===== config.mk =====
export PLATFORM = sky130hd
export DESIGN_NAME = fcfs_schedule_timing
export DESIGN_NICKNAME = d
export VERILOG_FILES = /design/src/rtl/fcfs_pkg.sv /design/src/rtl/fcfs_pick.sv /design/src/rtl/fcfs_schedule_timing.sv
export SDC_FILE = /design/constraint.sdc
export NUM_CORES = 2
export LEC_CHECK = 0
export BUFFER_PORTS_ARGS = -buffer_cell sky130_fd_sc_hd__buf_4
export CORE_AREA = 2 2 346 348
export DETAILED_ROUTE_END_ITERATION = 8
export DIE_AREA = 0 0 348 350
export PLACE_DENSITY = 0.81
export RECOVER_POWER = 50
export SLEW_MARGIN = 20
export SYNTH_ARGS = -nofsm -noshare
export SYNTH_HDL_FRONTEND = slang
export SYNTH_SLANG_ARGS = --single-unit

===== constraint.sdc =====
create_clock -name clk -period 5.5 [get_ports clk]
set_clock_uncertainty 0.2 [all_clocks]
set_input_delay 0.825 -clock clk [delete_from_list [all_inputs] [get_ports clk]]
set_output_delay 0.825 -clock clk [all_outputs]
set_load 0.005 [all_outputs]

===== src/rtl/fcfs_pkg.sv =====
// Shared widths and control types for the first-come-first-served scheduler.
`default_nettype none
package fcfs_pkg;

	localparam int unsigned ARR_W  = 16;
	localparam int unsigned TIME_W = 22;
	localparam int unsigned SUM_W  = 27;
	localparam int unsigned PIDX_W = 5;

	// Control from the sequencer to the earliest-arrival compare unit
	typedef struct packed {
		logic clear;  // start a fresh scan
		logic valid;  // candidate on the compare inputs is unserved and loaded
	} pick_ctrl_t;

endpackage
`default_nettype wire


===== src/rtl/fcfs_pick.sv =====
// Earliest-arrival compare unit: keeps the best candidate seen during one scan.
`default_nettype none
module fcfs_pick #(
	parameter int unsigned IDX_W = 5
) (
	input  wire                           clk,
	input  wire                           arst_n,
	input  wire  fcfs_pkg::pick_ctrl_t    ctrl,
	input  wire  [fcfs_pkg::ARR_W-1:0]    cand_arr,
	input  wire  [IDX_W-1:0]              cand_idx,
	output logic [fcfs_pkg::ARR_W-1:0]    best_arr,
	output logic [IDX_W-1:0]              best_idx
);

	logic                        found_q;
	logic [fcfs_pkg::ARR_W-1:0]  best_arr_q;
	logic [IDX_W-1:0]            best_idx_q;
	logic                        take;

	// Strict less-than keeps the lowest index on ties, since the scan runs upward
	assign take = ctrl.valid && (!found_q || (cand_arr < best_arr_q));

	always_ff @(posedge clk or negedge arst_n) begin
		if (!arst_n) begin
			found_q <= 1'b0;
		end else if (ctrl.clear) begin
			found_q <= 1'b0;
		end else if (take) begin
			found_q <= 1'b1;
		end
	end

	always_ff @(posedge clk) begin
		if (!ctrl.clear && take) begin
			best_arr_q <= cand_arr;
			best_idx_q <= cand_idx;
		end
	end

	assign best_arr = best_arr_q;
	assign best_idx = best_idx_q;

endmodule
`default_nettype wire


===== src/rtl/fcfs_schedule_timing.sv =====
// Top level of the first-come-first-served scheduler: process store and sequencer.
`default_nettype none
// Usage
//   Item channel (item_valid / item_ready): one process per transfer, carrying
//   arrival_time and burst_time. Processes fill slots in load order; once
//   MAX_PROCS are held, further items are dropped. The transfer with
//   last_process high starts the schedule for the loaded set.
//   Result channel (result_valid / result_ready): one transfer per scheduled
//   process, in schedule order, with start, end, turnaround, waiting and the
//   running totals; last_result marks the final process of the set.
//   Rate: while loading, one item per cycle. Each result takes a scan of
//   every stored entry through the single compare unit reading the arrival
//   memory, a step to compare the last entry, one to close the scan, one
//   burst read, two arithmetic steps and one to load the output register.
//   item_ready is low from the last item until the final result sits in the
//   output register.
//   Stall: a held result holds the sequencer before the next result is loaded;
//   nothing is lost. After the final result the block takes new items at once,
//   even while that result still waits.
//   Reset: clears the set (count, served flags, time, totals) and the output
//   valid; the stores need no clearing as only loaded entries are read.
module fcfs_schedule_timing #(
	parameter int unsigned MAX_PROCS = 32
) (
	input  wire                              clk,
	input  wire                              arst_n,
	input  wire                              item_valid,
	output logic                             item_ready,
	input  wire  [fcfs_pkg::ARR_W-1:0]       arrival_time,
	input  wire  [fcfs_pkg::ARR_W-1:0]       burst_time,
	input  wire                              last_process,
	output logic                             result_valid,
	input  wire                              result_ready,
	output logic [fcfs_pkg::PIDX_W-1:0]      process_index,
	output logic [fcfs_pkg::TIME_W-1:0]      start_time,
	output logic [fcfs_pkg::TIME_W-1:0]      end_time,
	output logic [fcfs_pkg::TIME_W-1:0]      turnaround,
	output logic [fcfs_pkg::TIME_W-1:0]      waiting,
	output logic                             last_result,
	output logic [fcfs_pkg::SUM_W-1:0]       total_turnaround,
	output logic [fcfs_pkg::SUM_W-1:0]       total_waiting
);

	localparam int unsigned IDX_W = (MAX_PROCS > 1) ? $clog2(MAX_PROCS) : 1;
	localparam int unsigned CNT_W = $clog2(MAX_PROCS + 1);
	localparam int unsigned ARR_W  = fcfs_pkg::ARR_W;
	localparam int unsigned TIME_W = fcfs_pkg::TIME_W;
	localparam int unsigned SUM_W  = fcfs_pkg::SUM_W;
	localparam int unsigned PIDX_W = fcfs_pkg::PIDX_W;

	typedef enum logic [2:0] {
		ST_IDLE,
		ST_SCAN,
		ST_FETCH,
		ST_CALC1,
		ST_CALC2,
		ST_EMIT
	} state_t;

	state_t state_q;

	// Process stores
	logic [ARR_W-1:0] arrival_mem [MAX_PROCS];
	logic [ARR_W-1:0] burst_mem   [MAX_PROCS];
	logic [ARR_W-1:0] arr_rd_q;
	logic [ARR_W-1:0] bur_rd_q;

	// Set state
	logic [MAX_PROCS-1:0] served_q;
	logic [CNT_W-1:0]     loaded_count_q;
	logic [TIME_W-1:0]    cur_time_q;
	logic [SUM_W-1:0]     sum_tat_q;
	logic [SUM_W-1:0]     sum_wt_q;

	// Sequencer
	logic [CNT_W-1:0]     scan_ptr_q;
	logic [CNT_W-1:0]     done_cnt_q;
	logic                 rd_pend_q;
	logic                 rd_unserved_q;
	logic [IDX_W-1:0]     rd_idx_q;
	logic [TIME_W-1:0]    start_q;
	logic [TIME_W-1:0]    end_q;
	logic [TIME_W-1:0]    tat_q;
	logic [TIME_W-1:0]    wt_q;

	// Compare unit
	fcfs_pkg::pick_ctrl_t pick_ctrl;
	logic [ARR_W-1:0]     best_arr;
	logic [IDX_W-1:0]     best_idx;

	logic                 item_xfer;
	logic                 store_ok;
	logic [CNT_W-1:0]     count_next;
	logic                 scan_issue;
	logic                 emit_go;
	logic                 final_proc;
	logic [TIME_W-1:0]    arr_ext;
	logic [TIME_W-1:0]    start_calc;
	logic [IDX_W+PIDX_W-1:0] pidx_ext;

	assign item_ready = (state_q == ST_IDLE);
	assign item_xfer  = item_valid && item_ready;
	assign store_ok   = (loaded_count_q < CNT_W'(MAX_PROCS));
	assign count_next = store_ok ? (loaded_count_q + CNT_W'(1)) : loaded_count_q;
	assign scan_issue = (state_q == ST_SCAN) && (scan_ptr_q < loaded_count_q);
	assign emit_go    = (state_q == ST_EMIT) && (!result_valid || result_ready);
	assign final_proc = ((done_cnt_q + CNT_W'(1)) == loaded_count_q);
	assign arr_ext    = {{(TIME_W-ARR_W){1'b0}}, best_arr};
	assign start_calc = (cur_time_q > arr_ext) ? cur_time_q : arr_ext;
	assign pidx_ext   = {{PIDX_W{1'b0}}, best_idx};

	// Clear the compare unit at every scan start; feed it one candidate a cycle
	assign pick_ctrl = '{
		clear: item_xfer || emit_go,
		valid: (state_q == ST_SCAN) && rd_pend_q && rd_unserved_q
	};

	fcfs_pick #(
		.IDX_W (IDX_W)
	) u_pick (
		.clk      (clk),
		.arst_n   (arst_n),
		.ctrl     (pick_ctrl),
		.cand_arr (arr_rd_q),
		.cand_idx (rd_idx_q),
		.best_arr (best_arr),
		.best_idx (best_idx)
	);

	// Store writes and registered reads
	always_ff @(posedge clk) begin
		if (item_xfer && store_ok) begin
			arrival_mem[loaded_count_q[IDX_W-1:0]] <= arrival_time;
			burst_mem[loaded_count_q[IDX_W-1:0]]   <= burst_time;
		end
		if (scan_issue) begin
			arr_rd_q <= arrival_mem[scan_ptr_q[IDX_W-1:0]];
		end
		if (state_q == ST_FETCH) begin
			bur_rd_q <= burst_mem[best_idx];
		end
	end

	// Datapath registers: no reset needed
	always_ff @(posedge clk) begin
		if (scan_issue) begin
			rd_idx_q      <= scan_ptr_q[IDX_W-1:0];
			rd_unserved_q <= !served_q[scan_ptr_q[IDX_W-1:0]];
		end
		if (state_q == ST_CALC1) begin
			start_q <= start_calc;
			end_q   <= start_calc + {{(TIME_W-ARR_W){1'b0}}, bur_rd_q};
		end
		if (state_q == ST_CALC2) begin
			tat_q <= end_q - arr_ext;
			// turnaround minus burst equals start minus arrival modulo the width
			wt_q  <= start_q - arr_ext;
		end
		if (emit_go) begin
			process_index    <= pidx_ext[PIDX_W-1:0];
			start_time       <= start_q;
			end_time         <= end_q;
			turnaround       <= tat_q;
			waiting          <= wt_q;
			last_result      <= final_proc;
			total_turnaround <= sum_tat_q + {{(SUM_W-TIME_W){1'b0}}, tat_q};
			total_waiting    <= sum_wt_q + {{(SUM_W-TIME_W){1'b0}}, wt_q};
		end
	end

	// Sequencer and set state
	always_ff @(posedge clk or negedge arst_n) begin
		if (!arst_n) begin
			state_q        <= ST_IDLE;
			served_q       <= '0;
			loaded_count_q <= '0;
			cur_time_q     <= '0;
			sum_tat_q      <= '0;
			sum_wt_q       <= '0;
			scan_ptr_q     <= '0;
			done_cnt_q     <= '0;
			rd_pend_q      <= 1'b0;
			result_valid   <= 1'b0;
		end else begin
			// load a new result, or drop the one just taken
			if (emit_go) begin
				result_valid <= 1'b1;
			end else if (result_ready) begin
				result_valid <= 1'b0;
			end
			case (state_q)
				ST_IDLE: begin
					if (item_xfer) begin
						loaded_count_q <= count_next;
						if (last_process) begin
							scan_ptr_q <= '0;
							done_cnt_q <= '0;
							rd_pend_q  <= 1'b0;
							state_q    <= ST_SCAN;
						end
					end
				end
				ST_SCAN: begin
					rd_pend_q <= scan_issue;
					if (scan_issue) begin
						scan_ptr_q <= scan_ptr_q + CNT_W'(1);
					end else if (!rd_pend_q) begin
						// every entry issued and the last one compared
						state_q <= ST_FETCH;
					end
				end
				ST_FETCH: begin
					state_q <= ST_CALC1;
				end
				ST_CALC1: begin
					state_q <= ST_CALC2;
				end
				ST_CALC2: begin
					state_q <= ST_EMIT;
				end
				ST_EMIT: begin
					if (emit_go) begin
						if (final_proc) begin
							// set complete: drop it and start afresh
							served_q       <= '0;
							loaded_count_q <= '0;
							cur_time_q     <= '0;
							sum_tat_q      <= '0;
							sum_wt_q       <= '0;
							state_q        <= ST_IDLE;
						end else begin
							served_q[best_idx] <= 1'b1;
							cur_time_q <= end_q;
							sum_tat_q  <= sum_tat_q + {{(SUM_W-TIME_W){1'b0}}, tat_q};
							sum_wt_q   <= sum_wt_q + {{(SUM_W-TIME_W){1'b0}}, wt_q};
							done_cnt_q <= done_cnt_q + CNT_W'(1);
							scan_ptr_q <= '0;
							rd_pend_q  <= 1'b0;
							state_q    <= ST_SCAN;
						end
					end
				end
				default: begin
					state_q <= ST_IDLE;
				end
			endcase
		end
	end

endmodule
`default_nettype wire

# Word level (Yosys, flattened, before mapping)
# Memory sizes are Yosys's and may differ from the RTL's. A register that Yosys moved wholly into a read port is not among the register bits.
# Index checks and enable logic that the tools add are counted.
word_totals:
  regBits: 395
  mem_bits_rw: 1024
  out_inout_bits: 150
  n_memories: 2
op_classes:
  n_addsub: 8
  magnitude_cmp: 7
  eq_ne: 15
  muxes: 41
  bitwise_logic: 1
  reduce_logical: 27
memory_table:
  columns: ["memory", "words", "width", "read_ports", "rd_clocked_by_memory_dff", "write_ports", "line", "rtl"]
  rows:
  - ["arrival_mem", 32, 16, 1, 1, 1, "fcfs_schedule_timing.sv:63", "logic [ARR_W-1:0] arrival_mem [MAX_PROCS];"]
  - ["burst_mem", 32, 16, 1, 1, 1, "fcfs_schedule_timing.sv:64", "logic [ARR_W-1:0] burst_mem [MAX_PROCS];"]
ops:
  columns: ["op", "n"]
  rows:
  - ["6-bit 2-to-1 mux", 11]
  - ["27-bit by 22-bit adder with 27-bit output", 2]
  - ["27-bit 2-to-1 mux", 2]
  - ["22-bit 2-to-1 mux", 2]
  - ["22-bit by 16-bit subtractor with 22-bit output", 2]
  - ["32-bit 2-to-1 mux", 1]
  - ["32-bit OR", 1]
  - ["6-bit one-hot mux with 2 select lines", 2]
  - ["22-bit by 16-bit adder with 22-bit output", 1]
  - ["22-bit by 16-bit > comparator with 1-bit output", 1]
  - ["5-bit AND reduction", 4]
  - ["6-bit by 1-bit adder with 6-bit output, second input constant", 3]
  - ["3-bit one-hot mux with 6 select lines", 1]
  - ["6-bit one-hot mux with 3 select lines", 1]
  - ["16-bit < comparator", 1]
  - ["3-bit 2-to-1 mux", 5]
  - ["1-bit 2-to-1 mux", 13]
  - ["5-bit by 6-bit < comparator with 1-bit output, second input constant", 2]
  - ["2-bit inequality test, second input constant", 6]
  - ["1-bit logical AND", 9]
  - ["3-bit by 2-bit equality test with 1-bit output, second input constant", 2]
  - ["3-bit equality test, second input constant", 2]
  - ["6-bit equality test", 1]
  - ["6-bit < comparator", 1]
  - ["other kinds (14)", 23]

# Logic depth before layout (Yosys ltp)
depth:
  ltp_word: 6
  depth_mapped: 23

# Modules after synthesis
# A second synthesis with hierarchy kept.
unflattened:
  hier_cells: 3169
  hier_area_um2: 58900.2
by_module_without_submodules:
  columns: ["module", "n_inst", "cells_each", "area_each_um2", "seq_area_each_um2"]
  rows:
  - ["fcfs_schedule_timing", 1, 3093, 57849.2, 42255.5]
  - ["fcfs_pick", 1, 76, 1051.0, 655.6]

# Worst setup path before layout
# No wires, ideal clock.
synth_timing:
  kind: "input port to flip-flop"
  start: "in result_ready"
  end: "reg end_time[0] in the netlist's numbering (enable)"
  setup_ns: 0.569
  t_arrival_ns: 5.677
  slack_ns: -0.946
  stages: 5
  path_cell_list: "nand2b_1 nand3_1 inv_1 clkbuf_1 buf_1"
synth_between:
  elab_chain_len: 2
synth_rtl:
  columns: ["item", "line", "rtl"]
  rows:
  - ["start, declared", "fcfs_schedule_timing.sv:33", "input wire result_ready,"]
  - ["1-bit logical OR", "fcfs_schedule_timing.sv:106", "assign emit_go = (state_q == ST_EMIT) && (!result_valid || result_ready);"]
  - ["1-bit logical AND", "fcfs_schedule_timing.sv:106", null]
  - ["net emit_go", "fcfs_schedule_timing.sv:95", "logic emit_go;"]
  - ["end signal, assigned", "fcfs_schedule_timing.sv:162", "end_time <= end_q;"]
  - ["end, declared", "fcfs_schedule_timing.sv:36", "output logic [fcfs_pkg::TIME_W-1:0] end_time,"]
# The timed path passes the listed nets, and every way through them passes these cells.
# A chain may end at the register's enable or synchronous reset.

# Worst setup path after layout
layout_timing:
  start: "reg cur_time_q[11]"
  end: "reg end_q[19] (data pin)"
layout_between:
  elab_chain_len: 3
layout_rtl:
  columns: ["item", "line", "rtl"]
  rows:
  - ["start, declared", "fcfs_schedule_timing.sv:71", "logic [TIME_W-1:0] cur_time_q;"]
  - ["start signal, assigned", "fcfs_schedule_timing.sv:233", "cur_time_q <= end_q;"]
  - ["22-bit by 16-bit > comparator with 1-bit output", "fcfs_schedule_timing.sv:109", "assign start_calc = (cur_time_q > arr_ext) ? cur_time_q : arr_ext;"]
  - ["22-bit 2-to-1 mux", "fcfs_schedule_timing.sv:109", null]
  - ["net start_calc[5]", "fcfs_schedule_timing.sv:98", "logic [TIME_W-1:0] start_calc;"]
  - ["22-bit by 16-bit adder with 22-bit output", "fcfs_schedule_timing.sv:152", "end_q <= start_calc + {{(TIME_W-ARR_W){1'b0}}, bur_rd_q};"]
  - ["end signal, assigned", "fcfs_schedule_timing.sv:152", null]
  - ["end, declared", "fcfs_schedule_timing.sv:82", "logic [TIME_W-1:0] end_q;"]
# The timed path passes the listed nets, and every way through them passes these cells.

==> out/qor.yml <==
fin_hold_ws_ps: 222
grt_pass1_wl_mm: 216
pwr-share-clk_pct: 31.4
die_h_um: 350
yosysMostFrequentCell: "edfxtp_1"
synth_fp_nets: 3321
synth_seq_cells: 1451
finalWirelength_mm: 149
avgSynthCellArea_um2: 18.7
power.density_mw_per_mm2: 451
synth_common_cells: "1319 x edfxtp_1, 298 x mux4_2, 153 x nor2_1, 138 x nand2_1, 134 x ha_1"
viasPerCell: 6.25
netlist_area_mm2: 0.0588
min_path_cells: 0
crit_path_frequent_cell: "a21o_1"
swShare_pct: 28.8
clk_pin_slew_ps: 60
die_w_um: 348
worst_ep_arrival_time_ps: 5650
drv_slew: 507
rows: 126
nets: 3615
ys.warnings.count: 0
worst_slew_pin_slew_ps: 4130
io_pins: 187
p_sw_mw: 8.72
ant_nets: 0
grt_pass1_vias: 32300
gr-total-overflow: 0
ir_drop_mv: 0.351
crit_required_ps: 5790
core_mm2: 0.118
clk_latency_ps: 780
grt.total_usage_pct: 24.3
p_seq_share_pct: 42.8
yosys.area.top_type_share_pct: 67.4
design.die.area_mm2: 0.122
wl_per_cell_um: 29.3
endpoint_kind: "register"
hold_path_class: "register to register"
final_cells: 5096
min_period_ps: 5360
ys_seq_area_share_pct: 73.0
antenna_found_initial: 5
hold_violations: 0
drt-initial-drc-count: 3830
tritoncts: "done"
place_inst: 4830
root_buffer: "clkbuf_16"
htree_levels: 4
syn2layout_area_growth_pct: 14.0
cellLeakagePower_nw: 22.8
synth_edf_count: 1319
grt_start_max_net_pins: 165
cp_slowest_cell: "dfrtp_1"
status: "finished, violations left"
dp_hpwl_mm: 87.8
gp_congestion: 0.930
setup-tns-final_ps: 0
fillerInstances: 8401
finalCritPeriodShare_pct: 97.4
drv_cap: 10
worstSetupStartpointType: "register"
slowest_delay_ps: 400
internal_power_mw: 21.5
firstDrtPassIters: 5
reg2reg_depth: 21
path_cells: "ha_1, a21o_1, a21o_1, a21oi_1, o21ai_1, a21o_1, a221oi_1, a21oi_1, nor4_4, buf_12, mux2_2, ha_1, o21a_1, o21a_1, o21ai_0, o31ai_2, o41ai_1, buf_4, o31a_1, nor2_1, o22a_1"
relSlewSlack_pct: -175
cts_setup_buffers: 0
drive_gt1_share_pct: 23.5
initial_core_util_pct: 49.9
rsz0062_at_grt: "false"
fin_total_pwr_mw: 30.2
cts_buffer_depth: 3
synth_flop_cell: "edfxtp_1"
synth_area_leader_cell: "edfxtp_1"
synthesis.instances: 3145
ys_async_sr_fraction_pct: 9.10
power_frac_comb_pct: 25.8
critPathMaxFanout: 9
worstSetupPathType: "register to register"
finalSetupViolCount: 0
fmax_mhz: 187
synthTopCellsByArea: "edfxtp_1 67%, mux4_2 11%, dfrtp_1 5.6%"
clock_sinks: 1451
route.detailed.drc: 0
yosysUniqueCellTypes: 77
violations: "capacitance limit, slew limit"
cts_made_buffers: 141
vias: 31900
io_buffers: 186
-- registers in the layout, indices dropped and copies added (netlist names), 16 cells and up --
signal,count
end_q,22
tat_q,22
arr_rd_q,16
arrival_mem,512
end_time,22
bur_rd_q,16
u_pick.best_arr,16
start_time,22
total_waiting,27
burst_mem,512
wt_q,22
turnaround,22
sum_tat_q,27
sum_wt_q,27
cur_time_q,22
start_q,22
served_q,32
total_turnaround,27
waiting,22
-- path summary, 6_finish.rpt --
check	end	slack, ps	startpoint
max in group asynchronous	cur_time_q[0]	690	arst_n
min in group asynchronous	sum_wt_q[24]	890	arst_n
min	u_pick.best_idx[2]	220	rd_idx_q[2]
max	end_q[19]	140	cur_time_q[11]
max reg2reg	end_q[19]	140	cur_time_q[11]
min reg2reg	u_pick.best_idx[2]	220	rd_idx_q[2]
-- stage by stage --
| stage | utilization (%) | instance area [um2] | worst slack [ps] |
|---|---|---|---|
| floorplan | - | 58800 | 450 |
| global placement | 53.3 | 62700 | 115 |
| detailed placement | 53.3 | 62700 | 65.9 |
| CTS | 57.1 | 67200 | 4.47 |
| global route | 56.9 | 67000 | 11.6 |
| finish | 56.9 | 67000 | 141 |
-- per-layer routing --
metal	global-route usage, %	wire, um
met3	4.99	13900
met1	30.7	53900
met5	0	0
met4	11.3	7040
met2	40.7	74500
-- placed cells by master (no fill, tap or decap), types with 92 or more instances in the layout --
cell type,n
edfxtp_1,1319
clkbuf_1,92
clkbuf_16,143
ha_1,134
nor2_1,115
nand2_1,138
dfrtp_1,129
buf_4,115
a21oi_1,96
mux4_2,298
-- repair_timing --
item / CTS / global route
hold buffers: 0 / 1
hold endpoints to repair: 0 / 27
resized for setup: 0 / 7
endpoints found under the setup margin: 0 / 5
-- cell type report --
cell class	count	area, um2	share of cell area [%]
flip-flops and latches	1451	42900	64.1
multi-input cells	1498	15400	23.0
clock buffers	174	3770	5.64
repair buffers	282	1950	2.92
well taps	1536	1920	2.87
clock inverters	86	736	1.10
inverters	65	249	0.372
diodes	4	10.0	0.0149
-- cells by family after synthesis --
group | Yosys count | synth area share, %
mux | 335 | 12.1
xor+xnor | 116 | 1.75
simple gates | 469 | 3.74
flops | 1451 | 73.0
fa+ha+maj | 139 | 3.02
compound gates | 439 | 5.03
buf+inv | 196 | 1.32
-- critical path: cells and delay by family (launching register included) --
family / cells / cell delay [ps]
buffers and inverters: 2 / 370
and+or+nand+nor: 2 / 270
adders and majority gates: 2 / 660
DFF: 1 / 400
muxes: 1 / 350
AOI/OAI and AO/OA: 14 / 2840
-- power by group through the flow --
stage | registers, mW | logic, mW | clock network (mW)
after global routing | 13.0 | 8.28 | 9.98
after global placement | 13.2 | 7.23 | 0
after detailed placement | 13.2 | 7.35 | 0
after floorplan | 12.9 | 5.28 | 0
after CTS | 12.9 | 7.51 | 9.57
final | 12.9 | 7.81 | 9.48
(Power assumes the default switching activity.)
